==> src/rtl/lrb_pkg.sv <==
// Shared types and constants for the link reconnect backoff block.
// No dependencies; used by lrb_core and link_reconnect_backoff_top.
package lrb_pkg;

  localparam int TIME_WIDTH_DEF = 32;
  localparam int NOW_W          = 32;
  localparam int CFG_W          = 31;
  localparam int DROP_W         = 32;
  localparam int EVT_W          = 3;
  localparam int IDX_W          = 2;

  localparam logic [CFG_W-1:0] TIMEOUT_RST   = 31'd20000;
  localparam logic [CFG_W-1:0] RETRY_MIN_RST = 31'd1000;
  localparam logic [CFG_W-1:0] RETRY_MAX_RST = 31'd60000;

  typedef enum logic [IDX_W-1:0] {
    REG_TIMEOUT   = 2'd0,
    REG_RETRY_MIN = 2'd1,
    REG_RETRY_MAX = 2'd2
  } lrb_reg_t;

  typedef enum logic [EVT_W-1:0] {
    EV_NONE    = 3'd0,
    EV_ASSOC   = 3'd1,
    EV_REASSOC = 3'd2,
    EV_LOST    = 3'd3,
    EV_ABANDON = 3'd4
  } lrb_event_t;

  typedef struct packed {
    logic [CFG_W-1:0] connect_timeout;
    logic [CFG_W-1:0] retry_min;
    logic [CFG_W-1:0] retry_max;
  } lrb_cfg_t;

  typedef struct packed {
    logic              ready_res;
    logic              start_attempt;
    lrb_event_t        event_res;
    logic              attempting;
    logic [DROP_W-1:0] drop_total;
    logic [CFG_W-1:0]  backoff_now;
  } lrb_res_t;

endpackage

==> src/rtl/lrb_core.sv <==
// Association supervisor state and per-tick next-state logic.
// Depends on lrb_pkg; state advances on each beat taken from the input register.
module lrb_core import lrb_pkg::*; #(
  parameter int TIME_WIDTH = TIME_WIDTH_DEF
) (
  input  logic             clk,
  input  logic             rst,
  input  logic             advance,
  input  logic [NOW_W-1:0] now_ms,
  input  logic             link_up,
  input  lrb_cfg_t         cfg,
  output lrb_res_t         res
);

  logic                  is_associated, is_associated_next;
  logic                  in_attempt, in_attempt_next;
  logic                  ever_attempted, ever_attempted_next;
  logic [TIME_WIDTH-1:0] attempt_deadline, attempt_deadline_next;
  logic [TIME_WIDTH-1:0] next_try_time, next_try_time_next;
  logic [CFG_W-1:0]      retry_interval, retry_interval_next;
  logic [DROP_W-1:0]     drops, drops_next;

  logic [63:0]           now_wide, tmo_wide, ivl_wide;
  logic [TIME_WIDTH-1:0] now_t, tmo_t, ivl_t, dl_diff, try_diff;
  logic [CFG_W:0]        doubled;
  logic                  start;
  lrb_event_t            evt;

  // time taken modulo 2^TIME_WIDTH
  assign now_wide = {{(64-NOW_W){1'b0}}, now_ms};
  assign now_t    = now_wide[TIME_WIDTH-1:0];
  assign tmo_wide = {{(64-CFG_W){1'b0}}, cfg.connect_timeout};
  assign tmo_t    = tmo_wide[TIME_WIDTH-1:0];

  always_comb begin
    is_associated_next    = is_associated;
    in_attempt_next       = in_attempt;
    ever_attempted_next   = ever_attempted;
    attempt_deadline_next = attempt_deadline;
    next_try_time_next    = next_try_time;
    retry_interval_next   = retry_interval;
    drops_next            = drops;
    start                 = 1'b0;
    evt                   = EV_NONE;
    ivl_wide              = '0;
    ivl_t                 = '0;
    doubled               = '0;
    dl_diff               = now_t - attempt_deadline;
    try_diff              = '0;
    if (link_up) begin
      if (!is_associated) begin
        evt                 = in_attempt ? EV_ASSOC : EV_REASSOC;
        is_associated_next  = 1'b1;
        in_attempt_next     = 1'b0;
        retry_interval_next = cfg.retry_min;
      end
    end else begin
      if (is_associated) begin
        drops_next          = drops + 1'b1;
        is_associated_next  = 1'b0;
        next_try_time_next  = now_t;
        retry_interval_next = cfg.retry_min;
        evt                 = EV_LOST;
      end
      ivl_wide = {{(64-CFG_W){1'b0}}, retry_interval_next};
      ivl_t    = ivl_wide[TIME_WIDTH-1:0];
      doubled  = {retry_interval_next, 1'b0};
      try_diff = now_t - next_try_time_next;
      if (in_attempt) begin
        // deadline reached when wrap-safe difference is non-negative
        if (!dl_diff[TIME_WIDTH-1]) begin
          in_attempt_next     = 1'b0;
          next_try_time_next  = now_t + ivl_t;
          retry_interval_next = (doubled > {1'b0, cfg.retry_max}) ?
                                cfg.retry_max : doubled[CFG_W-1:0];
          is_associated_next  = 1'b0;
          evt                 = EV_ABANDON;
        end
      end else if (!ever_attempted || !try_diff[TIME_WIDTH-1]) begin
        ever_attempted_next   = 1'b1;
        in_attempt_next       = 1'b1;
        attempt_deadline_next = now_t + tmo_t;
        start                 = 1'b1;
      end
    end
  end

  always_ff @(posedge clk) begin
    if (rst) begin
      is_associated    <= 1'b0;
      in_attempt       <= 1'b0;
      ever_attempted   <= 1'b0;
      attempt_deadline <= '0;
      next_try_time    <= '0;
      retry_interval   <= RETRY_MIN_RST;
      drops            <= '0;
    end else if (advance) begin
      is_associated    <= is_associated_next;
      in_attempt       <= in_attempt_next;
      ever_attempted   <= ever_attempted_next;
      attempt_deadline <= attempt_deadline_next;
      next_try_time    <= next_try_time_next;
      retry_interval   <= retry_interval_next;
      drops            <= drops_next;
    end
  end

  always_comb begin
    res.ready_res     = link_up;
    res.start_attempt = start;
    res.event_res     = evt;
    res.attempting    = in_attempt_next;
    res.drop_total    = drops_next;
    res.backoff_now   = retry_interval_next;
  end

  // associated and attempting are never both set
  a_assoc_excl: assert property (@(posedge clk) disable iff (rst)
    !(is_associated && in_attempt))
    else $error("associated while attempt in flight");

  // a loss restarts an attempt on the same tick
  a_lost_retry: assert property (@(posedge clk) disable iff (rst)
    (advance && evt == EV_LOST) |-> start)
    else $error("loss without immediate retry");

  // a start leaves an attempt in flight and marks the block as having tried
  a_start_flag: assert property (@(posedge clk) disable iff (rst)
    (advance && start) |=> (in_attempt && ever_attempted))
    else $error("start did not register attempt");

  // an abandoned attempt leaves nothing in flight
  a_abandon: assert property (@(posedge clk) disable iff (rst)
    (advance && evt == EV_ABANDON) |=> !in_attempt)
    else $error("abandon left attempt in flight");

endmodule

==> src/rtl/link_reconnect_backoff_top.sv <==
// Each input beat passes the input register, then the result register; back-pressure can hold it between.
// Throughput: one tick per cycle while out_ready holds; state update and result are one pass of lrb_core.
// Result register accepts a new beat while the previous one is being taken.
// Reset (rst, synchronous): link not associated, no attempt, drops 0, interval 1000 ms;
// registers return to timeout 20000, retry_min 1000, retry_max 60000.
// Depends on lrb_pkg and lrb_core.
module link_reconnect_backoff_top import lrb_pkg::*; #(
  parameter int TIME_WIDTH = TIME_WIDTH_DEF
) (
  input  logic              clk,
  input  logic              rst,
  input  logic              in_valid,
  output logic              in_ready,
  input  logic [NOW_W-1:0]  now_ms,
  input  logic              link_up,
  output logic              out_valid,
  input  logic              out_ready,
  output logic              ready_res,
  output logic              start_attempt,
  output logic [EVT_W-1:0]  event_res,
  output logic              attempting,
  output logic [DROP_W-1:0] drop_total,
  output logic [CFG_W-1:0]  backoff_now,
  input  logic              cfg_we,
  input  logic [IDX_W-1:0]  cfg_index,
  input  logic [CFG_W-1:0]  cfg_data
);

  lrb_cfg_t         cfg;
  logic             s1_valid;
  logic [NOW_W-1:0] s1_now;
  logic             s1_up;
  logic             advance;
  lrb_res_t         res;
  lrb_res_t         out_res;

  always_ff @(posedge clk) begin
    if (rst) begin
      cfg.connect_timeout <= TIMEOUT_RST;
      cfg.retry_min       <= RETRY_MIN_RST;
      cfg.retry_max       <= RETRY_MAX_RST;
    end else if (cfg_we) begin
      case (cfg_index)
        REG_TIMEOUT:   cfg.connect_timeout <= cfg_data;
        REG_RETRY_MIN: cfg.retry_min       <= cfg_data;
        REG_RETRY_MAX: cfg.retry_max       <= cfg_data;
        default: ;
      endcase
    end
  end

  assign advance  = s1_valid && (!out_valid || out_ready);
  assign in_ready = !s1_valid || advance;

  always_ff @(posedge clk) begin
    if (rst) begin
      s1_valid <= 1'b0;
    end else if (in_ready) begin
      s1_valid <= in_valid;
    end
  end

  always_ff @(posedge clk) begin
    if (in_valid && in_ready) begin
      s1_now <= now_ms;
      s1_up  <= link_up;
    end
  end

  lrb_core #(
    .TIME_WIDTH(TIME_WIDTH)
  ) u_core (
    .clk     (clk),
    .rst     (rst),
    .advance (advance),
    .now_ms  (s1_now),
    .link_up (s1_up),
    .cfg     (cfg),
    .res     (res)
  );

  always_ff @(posedge clk) begin
    if (rst) begin
      out_valid <= 1'b0;
    end else if (!out_valid || out_ready) begin
      out_valid <= s1_valid;
    end
  end

  always_ff @(posedge clk) begin
    if (advance) begin
      out_res <= res;
    end
  end

  assign ready_res     = out_res.ready_res;
  assign start_attempt = out_res.start_attempt;
  assign event_res     = out_res.event_res;
  assign attempting    = out_res.attempting;
  assign drop_total    = out_res.drop_total;
  assign backoff_now   = out_res.backoff_now;

endmodule

==> config.mk <==
export PLATFORM = sky130hd
export DESIGN_NAME = link_reconnect_backoff_top
export DESIGN_NICKNAME = d
export VERILOG_FILES = /design/src/rtl/lrb_pkg.sv /design/src/rtl/lrb_core.sv /design/src/rtl/link_reconnect_backoff_top.sv
export SDC_FILE = /design/constraint.sdc
export NUM_CORES = 1
export LEC_CHECK = 0
export CAP_MARGIN = 15
export CORE_MARGIN = 4
export CORE_UTILIZATION = 70
export CTS_BUF_LIST = sky130_fd_sc_hd__clkbuf_16
export DETAILED_ROUTE_END_ITERATION = 8
export DONT_BUFFER_PORTS = 1
export GPL_TIMING_DRIVEN = 0
export PLACE_DENSITY = 0.86
export SYNTH_ARGS = -nofsm -noshare
export SYNTH_HDL_FRONTEND = slang
export SYNTH_SLANG_ARGS = --single-unit
==> constraint.sdc <==
create_clock -name clk -period 11.4 [get_ports clk]
set_input_delay 2.28 -clock clk [delete_from_list [all_inputs] [get_ports clk]]
set_output_delay 2.28 -clock clk [all_outputs]
set_load 0.01 [all_outputs]
## Word level (Yosys, flattened, before mapping)

Index checks and enable logic that the tools add are counted.

| storage, ports and cells | value |
|---|---|
| flip-flop bits (word level) | 327 |
| bits of input ports | 71 |
| output and inout port bits | 71 |
| logic and storage cells | 71 |

| cells by class | value |
|---|---|
| mux-type cells | 25 |
| bitwise gates (word level) | 2 |
| equality and inequality tests | 2 |
| magnitude comparators | 1 |
| $add $sub $neg | 5 |
| reduce and logical (&&, ||, !) cells | 16 |

Operators with widths:

| cell | number |
|---|---|
| 31-bit 2-to-1 mux | 7 |
| 32-bit 2-to-1 mux | 6 |
| 32-bit by 31-bit adder with 32-bit output | 2 |
| 32-bit subtractor | 2 |
| 32-bit by 1-bit adder with 32-bit output (second input constant) | 1 |
| 32-bit by 31-bit greater-than comparator with 1-bit output | 1 |
| 3-bit 2-to-1 mux | 4 |
| 2-bit AND reduction | 4 |
| 1-bit 2-to-1 mux | 6 |
| 1-bit logical NOT | 4 |
| 2-bit 2-to-1 mux | 2 |
| 4-bit AND reduction | 1 |
| 1-bit logical OR | 3 |
| 2-bit by 1-bit equality test with 1-bit output (second input constant) | 1 |
| 2-bit equality test (second input constant) | 1 |
| 1-bit logical AND | 2 |
| 2-bit logical NOT | 1 |
| 1-bit NOT | 2 |
| 2-bit OR reduction | 1 |

## Longest topological paths before layout

Gate-level depths: netlist of run 1.

| depth | value |
|---|---|
| depth in word-level cells | 8 |
| gate-level depth with buffers | 17 |
| mapped depth without buffers | 14 |

## Cells and area by module

Synthesis of run 1 repeated with hierarchy kept, for this count alone.

| unflattened totals | value |
|---|---|
| cells, all modules | 2195 |
| area total of the unflattened synthesis | 20183.1 µm² |

Modules (own cells, without submodules):

| module | cells each | area each (µm²) | instances | seq. area each (µm²) |
|---|---|---|---|---|
| lrb_core | 1734 | 13314.0 | 1 | 2602.5 |
| link_reconnect_backoff_top | 461 | 6869.1 | 1 | 4964.8 |

## Worst setup path after synthesis of run 1

OpenSTA, ideal clock, no wires.

| timing | value |
|---|---|
| path kind | in2out |
| start point | in out_ready |
| end point | out in_ready |
| path slack | 6.543 ns |
| stages on the path | 2 |
| data required time | 9.120 ns |
| arrival | 2.577 ns |
| path through | nor2b_1 > nand2_1 |

| on the way | value |
|---|---|
| cells in the longest elaborated chain, start to end | 3 |

Ends and longest elaborated chain:

| what | RTL line | source |
|---|---|---|
| from (decl) | link_reconnect_backoff_top.sv:17 | `input logic out_ready,` |
| 1-bit logical OR | link_reconnect_backoff_top.sv:52 | `assign advance = s1_valid && (!out_valid \|\| out_ready);` |
| 1-bit logical AND | link_reconnect_backoff_top.sv:52 |  |
| 1-bit logical OR | link_reconnect_backoff_top.sv:53 | `assign in_ready = !s1_valid \|\| advance;` |
| to (decl) | link_reconnect_backoff_top.sv:13 | `output logic in_ready,` |

Every way passes these cells.

## Worst setup path in the final report of run 1

| timing | value |
|---|---|
| start point | reg u_core.is_associated |
| end point | reg u_core.attempt_deadline[17] |

| on the way | value |
|---|---|
| cells in the longest elaborated chain, start to end | 6 |

Ends and longest elaborated chain:

| what | RTL line | source |
|---|---|---|
| from (decl) | lrb_core.sv:15 | `logic is_associated, is_associated_next;` |
| from (signal assigned) | lrb_core.sv:98 | `is_associated <= is_associated_next;` |
| 32-bit 2-to-1 mux | lrb_core.sv:58 | `if (is_associated) begin` |
| 32-bit 2-to-1 mux | lrb_core.sv:50 | `if (link_up) begin` |
| 32-bit subtractor | lrb_core.sv:68 | `try_diff = now_t - next_try_time_next;` |
| 1-bit logical NOT | lrb_core.sv:79 | `end else if (!ever_attempted \|\| !try_diff[TIME_WIDTH-1]) begin` |
| 1-bit logical OR | lrb_core.sv:79 |  |
| 4-bit AND reduction (no source line) | -- |  |
| to (signal assigned) | lrb_core.sv:101 | `attempt_deadline <= attempt_deadline_next;` |
| to (decl) | lrb_core.sv:18 | `logic [TIME_WIDTH-1:0] attempt_deadline, attempt_deadline_next;` |

Every way passes these cells. The select of a mux whose other input is x is not followed.
A chain may end at the register's enable or synchronous reset.

==> impl_metrics.ini, run 1 <==
[job]
cap_viol_max_count = 0

[critical_path]
critPathCaptureType = flop
worst_r2r_endpoint = u_core.attempt_deadline[17]
rr_startpoint = u_core.is_associated
buffers_inverters_on_critical_path = 6
critPathTopFamily = buffers and inverters
crit_type = reg -> reg
cp.arrival_ns = 6.71
critical_path_peak_fanout = 10
setup.worst_path.start_class = flop
timing.reg2reg.worst_path_depth = 17
worstPathCellList = buf_6 -> clkbuf_1 -> clkbuf_1 -> clkbuf_1 -> mux2i_1 -> ha_1 -> nand3_1 -> or3_1 -> or2_2 -> o22a_1 -> a31oi_1 -> a2111o_1 -> and3_1 -> buf_6 -> buf_6 -> mux2i_1 -> nor2_1
rrSetupSlack_ns = 5.06
critical_path.slowest_cell = sky130_fd_sc_hd__clkbuf_1
cp_slowest_stage_delay_ns = 0.86
critPathRequiredTime_ns = 11.78

[timing]
finalMaxSlewViolations = 0
final_min_period_over_clock_period = 0.556
fin_crit_ns = 6.34
worst_clock_skew_ns = 0.0267
final_hold_viol_count = 0
grt_setup_unrepaired = no
relSlewSlack = 0.290
fin_setup_tns_ns = 0
worst_pin_slew_ns = 1.07
fmaxAchievable_ghz = 0.158
finalSetupViolCount = 0

[power]
power_per_cell_area_mw_per_mm2 = 140
cellLeakagePower_nw = 8.76
ir_worst_vdd_mv = 0.142

[synthesis]
postSynthRegisterBits = 327
synth_area_mm2 = 0.0200
synthesis.nets = 2527
warning_count_from_the_yosys_run = 0
post-synth-top-area-fraction = 0.225
postSynth.topFlopCell = sky130_fd_sc_hd__dfxtp_1
synth_most_common_cell = sky130_fd_sc_hd__nand2_1
post_synth_main_area_contributors = sky130_fd_sc_hd__dfxtp_1 (23%), sky130_fd_sc_hd__edfxtp_1 (15%), sky130_fd_sc_hd__ha_1 (9.6%)
yosysSeqAreaShare = 0.379
synth_cell_types = 89
netlist_instances = 2301
synth_edf_count = 102
post_synth_most_frequent_cells = sky130_fd_sc_hd__nand2_1 (270), sky130_fd_sc_hd__nor2_1 (256), sky130_fd_sc_hd__a21oi_1 (233)
synth_top_cell_by_area = sky130_fd_sc_hd__dfxtp_1
synthesis.area_per_instance_um2 = 8.68
share_of_synthesized_registers_carrying_an_async_set_or_reset = 0

[global_route]
first_global_vias = 17100
grt_antenna_before_repair = 2
grt_pass1_wl_um = 95100
grt_max_degree = 79
grt_overflow = 0
total_grt_usage = 0.388

[floorplan]
floorplan.initialDensity = 0.713
die_area_mm2 = 0.0313
core_region_area_mm2 = 0.0280
placementRows = 61
die_width_um = 177
die-height_um = 177
design.portCount = 142

[cts]
clk_sink_count = 327
clk_latency_ns = 0.54
clock_tree.buffer_depth = 3
cts_setup_buffers = 0
cts-htree-levels = 2
cts_made_buffers = 37
cts_hold_buffers = 0
worst_setup_hold_path_clk_slew_ns = 0.06
cts_resized = 0
cts_tree = done
cts_root_buf = sky130_fd_sc_hd__clkbuf_16

[layout]
multi_input_comb_area_mm2 = 0.0114
final_layout_size_suffix_gt1_frac = 0.0629
fin_area_mm2 = 0.0216
seqCellArea_mm2 = 0.00757
nets = 2566
areaGrowthSynthToFinish_pct = 8.29
num-fill-cells = 2019

[place]
place_congestion = 1.00
placed_area_mm2 = 0.0205
port_buffers = 0
dp.final_hpwl_um = 46400

[route]
num_vias = 18100
avgViaCountPerCell = 6.58
detail_route.first_pass.iterations = 8
wl_um = 62400
detailedRoute.firstIterationViolations = 2357
antenna_left = 0
routedWlPerCell_um = 22.7
post-route-drc-count = 2

[hold_path]
worstHoldEndpoint = u_core.next_try_time[8]
min_from = u_core.next_try_time[8]
worstHoldPathCells = 2
worstHoldPathType = reg -> reg

[outcome]
violations = DRC
outcome = finished with violations
-- how the worst max path moves through the flow --
| stage | startpoint | endpoint | slack (ns) | cells after the start |
|---|---|---|---|---|
| 6_report | u_core.is_associated | u_core.attempt_deadline[17] | 5.06 | 17 |
| 3_3_place_gp | u_core.is_associated | u_core.attempt_deadline[16] | 5.36 | 16 |
| 3_5_place_dp | u_core.is_associated | u_core.attempt_deadline[3] | 5.36 | 17 |
| 4_1_cts | u_core.is_associated | u_core.attempt_deadline[19] | 5.31 | 17 |
| 2_1_floorplan | out_ready | in_ready | 6.54 | 2 |
| 5_1_grt | u_core.is_associated | u_core.attempt_deadline[29] | 5.01 | 17 |
-- kinds of logic after synthesis --
logic type	count (synthesis)	share of synthesized area
simple gates	791	0.185
compound gates	590	0.195
flops	327	0.379
buf+inv	244	0.0497
fa+ha+maj	155	0.0978
xor+xnor	107	0.0469
mux	87	0.0464
-- cell type report --
| type | count | area share |
|---|---|---|
| inverter | 114 | 0.0198 |
| clock buffer | 37 | 0.0428 |
| multi-input combinational | 1730 | 0.528 |
| buffer | 130 | 0.0261 |
| sequential | 327 | 0.350 |
| clock inverter | 30 | 0.0115 |
| tap | 378 | 0.0219 |
| antenna | 3 | 0.000347 |
-- metrics by stage --
step	total power, mW	cells	hold slack [ns]	setup slack (ns)	util
global placement	1.83	2679	0.437	5.36	0.730
detailed placement	1.84	2679	0.446	5.36	0.730
finish	3.02	2749	0.457	5.06	0.773
global route	3.11	2746	0.472	5.01	0.772
CTS	3.00	2746	0.454	5.31	0.772
floorplan	1.70	2301	0.431	6.54	-
-- worst register-to-register path, cell delays in order, from the launching register on --
cell,delay (ns)
sky130_fd_sc_hd__dfxtp_1,0.33
sky130_fd_sc_hd__buf_6,0.17
sky130_fd_sc_hd__clkbuf_1,0.73
sky130_fd_sc_hd__clkbuf_1,0.86
sky130_fd_sc_hd__clkbuf_1,0.79
sky130_fd_sc_hd__mux2i_1,0.23
sky130_fd_sc_hd__ha_1,0.32
sky130_fd_sc_hd__nand3_1,0.10
sky130_fd_sc_hd__or3_1,0.40
sky130_fd_sc_hd__or2_2,0.30
sky130_fd_sc_hd__o22a_1,0.20
sky130_fd_sc_hd__a31oi_1,0.50
sky130_fd_sc_hd__a2111o_1,0.21
sky130_fd_sc_hd__and3_1,0.28
sky130_fd_sc_hd__buf_6,0.23
sky130_fd_sc_hd__buf_6,0.23
sky130_fd_sc_hd__mux2i_1,0.24
sky130_fd_sc_hd__nor2_1,0.06
-- routing by layer --
metal	vias to the layer above	global-route usage	wire length, um
li1	8234	-	-
met1	8515	0.505	24600
met2	1125	0.621	27800
met3	222	0.0906	7050
met4	0	0.169	3040
met5	-	0	0
-- where the power goes --
group          switching (mW)  internal, mW
combinational           0.337         0.201
clock                   0.497         0.683
sequential             0.0502          1.26
total                   0.884          2.14
-- placed cells by master (no fill, tap or decap), types with 23 or more instances in the layout --
cell,n
sky130_fd_sc_hd__nand2_1,270
sky130_fd_sc_hd__nor2_1,256
sky130_fd_sc_hd__a21oi_1,233
sky130_fd_sc_hd__dfxtp_1,225
sky130_fd_sc_hd__ha_1,153
sky130_fd_sc_hd__inv_1,124
sky130_fd_sc_hd__a21o_1,119
sky130_fd_sc_hd__edfxtp_1,102
sky130_fd_sc_hd__clkbuf_1,93
sky130_fd_sc_hd__xnor2_1,61
sky130_fd_sc_hd__mux2i_1,51
sky130_fd_sc_hd__xor2_1,46
sky130_fd_sc_hd__nand2b_1,46
sky130_fd_sc_hd__nor3_1,43
sky130_fd_sc_hd__o21ai_0,41
sky130_fd_sc_hd__nand3b_1,41
sky130_fd_sc_hd__nand3_1,39
sky130_fd_sc_hd__clkbuf_16,37
sky130_fd_sc_hd__o31ai_1,34
sky130_fd_sc_hd__mux2_2,33
sky130_fd_sc_hd__a32oi_1,29
sky130_fd_sc_hd__a211oi_1,24
sky130_fd_sc_hd__buf_2,23
-- sequential cells by signal, indices dropped and copies added (netlist names), 3 cells and up --
signal                   cells
backoff_now                 31
cfg                         93
drop_total                  32
event_res                    3
s1_now                      32
u_core.attempt_deadline     32
u_core.drops                32
u_core.next_try_time        32
u_core.retry_interval       31
Note: power is estimated with default switching activity, not from simulation.
==> run 2: changes to the inputs <==
Settings changed: CORE_UTILIZATION 70 to 65, PLACE_DENSITY 0.86 to 0.81.
Clock period 11.4 ns to 6.58 ns, I/O delays scaled along.
==> impl_metrics.ini, run 2 (synthesis gave the netlist of run 1 again) <==
[route]
wl_um = 64100
avgViaCountPerCell = 6.50
detailedRoute.firstIterationViolations = 2076
detail_route.first_pass.iterations = 6
routedWlPerCell_um = 23.2
num_vias = 17900
post-route-drc-count = 0
antenna_left = 0

[cts]
cts-htree-levels = 2
cts_setup_buffers = 0
worst_setup_hold_path_clk_slew_ns = 0.07
cts_tree = done
cts_made_buffers = 38
clk_sink_count = 327
cts_resized = 0
clock_tree.buffer_depth = 3
cts_root_buf = sky130_fd_sc_hd__clkbuf_16
clk_latency_ns = 0.54
cts_hold_buffers = 0

[critical_path]
timing.reg2reg.worst_path_depth = 17
rr_startpoint = u_core.is_associated
cp_slowest_stage_delay_ns = 0.74
critPathCaptureType = flop
setup.worst_path.start_class = flop
buffers_inverters_on_critical_path = 6
worstPathCellList = buf_6 -> clkbuf_1 -> clkbuf_1 -> clkbuf_1 -> mux2i_1 -> ha_1 -> nand3_1 -> or3_1 -> or2_2 -> o22a_1 -> a31oi_1 -> a2111o_1 -> and3_1 -> buf_6 -> buf_6 -> mux2i_1 -> nor2_1
critical_path.slowest_cell = sky130_fd_sc_hd__clkbuf_1
cp.arrival_ns = 6.36
critPathTopFamily = buffers and inverters
critical_path_peak_fanout = 10
crit_type = reg -> reg
worst-path-stages = 17
critPathRequiredTime_ns = 6.98
rrSetupSlack_ns = 0.63
critical_path.startpoint = u_core.is_associated

[power]
power_per_cell_area_mw_per_mm2 = 243
cellLeakagePower_nw = 8.77
ir_worst_vdd_mv = 0.194

[global_route]
grt_antenna_before_repair = 1
total_grt_usage = 0.368
first_global_vias = 17100
grt_overflow = 0
grt_pass1_wl_um = 97200
grt_max_degree = 79

[layout]
nets = 2567
areaGrowthSynthToFinish_pct = 8.52
layout.cells.most_common = sky130_fd_sc_hd__nand2_1
final_cell_mix = sky130_fd_sc_hd__nand2_1 (270), sky130_fd_sc_hd__nor2_1 (256), sky130_fd_sc_hd__a21oi_1 (233)
instances_no_fill = 2761
number_of_flip_flops_in_the_largest_register = 93
final_layout_size_suffix_gt1_frac = 0.0667
num-fill-cells = 2302
final_core_utilization = 0.724
regMostFlops = cfg

[outcome]
outcome = complete, no violations

[floorplan]
core_region_area_mm2 = 0.0300
placementRows = 63
design.portCount = 142
die-height_um = 183
floorplan.initialDensity = 0.667
die_width_um = 183
die_area_mm2 = 0.0336

[timing]
fmaxAchievable_ghz = 0.168
worst_pin_slew_ns = 1.07
final_min_period_over_clock_period = 0.905
fin_crit_ns = 5.95
worst_slack_ns = 0.626
grt_setup_unrepaired = no
finalSetupViolCount = 0
fin_setup_tns_ns = 0
relSlewSlack = 0.284
finalMaxSlewViolations = 0
final_hold_viol_count = 0
worst_clock_skew_ns = 0.0211

[job]
cap_viol_max_count = 0

[place]
place_congestion = 0.984
place_ws_ns = 0.834
dp_cells = 2691
dp.final_hpwl_um = 47800
port_buffers = 0

[hold_path]
worstHoldPathType = reg -> reg
worstHoldPathCells = 2
min_from = u_core.next_try_time[13]
[run 2: changes by cell type in the layout (fill, tap and decap cells not counted), sizes merged]
cell	previous run	this run
bufinv	4	2
clkbuf	130	133
clkinv	11	16
diode	3	1
inv	127	123
[run 2: path summary, 6_finish.rpt]
check,to
max reg2reg,u_core.attempt_deadline[8]
max,u_core.attempt_deadline[8]
min,u_core.next_try_time[13]
min reg2reg,u_core.next_try_time[13]
[run 2: cell type report]
class	instances	area (um2)	area share
Multi-Input combinational cell	1730	11400	0.527
Sequential cell	327	7570	0.349
Clock buffer	40	1000	0.0462
Buffer	130	566	0.0261
Tap cell	390	488	0.0225
Inverter	114	428	0.0197
Clock inverter	29	209	0.00964
Antenna cell	1	2.50	0.000115
[run 2: layer usage]
metal	track usage	share of wire	up-vias
li1	-	-	8212
met5	0	0.00020	-
met4	0.157	0.049	2
met2	0.583	0.45	1027
met1	0.489	0.39	8474
met3	0.0817	0.11	226
[run 2: worst reg2reg max path: cells and delay by family, from the launching register on]
family	cells	cell delay, ns
muxes	2	0.48
and+or+nand+nor	5	1.09
AOI/OAI and AO/OA	3	0.92
adders and majority gates	1	0.32
buffers and inverters	6	2.69
DFF	1	0.33
[run 2: power breakdown]
group	internal, mW	switching, mW
clock network	1.19	0.887
registers	2.17	0.0878
logic	0.349	0.592
total	3.71	1.57
[run 2: metrics by stage]
stage               hold slack (ns)  area (um2)  total power [mW]
floorplan                     0.431       20000              2.95
global placement              0.438       20500              3.18
detailed placement            0.447       20500              3.21
CTS                           0.455       21700              5.24
global route                  0.470       21700              5.46
finish                        0.456       21700              5.28
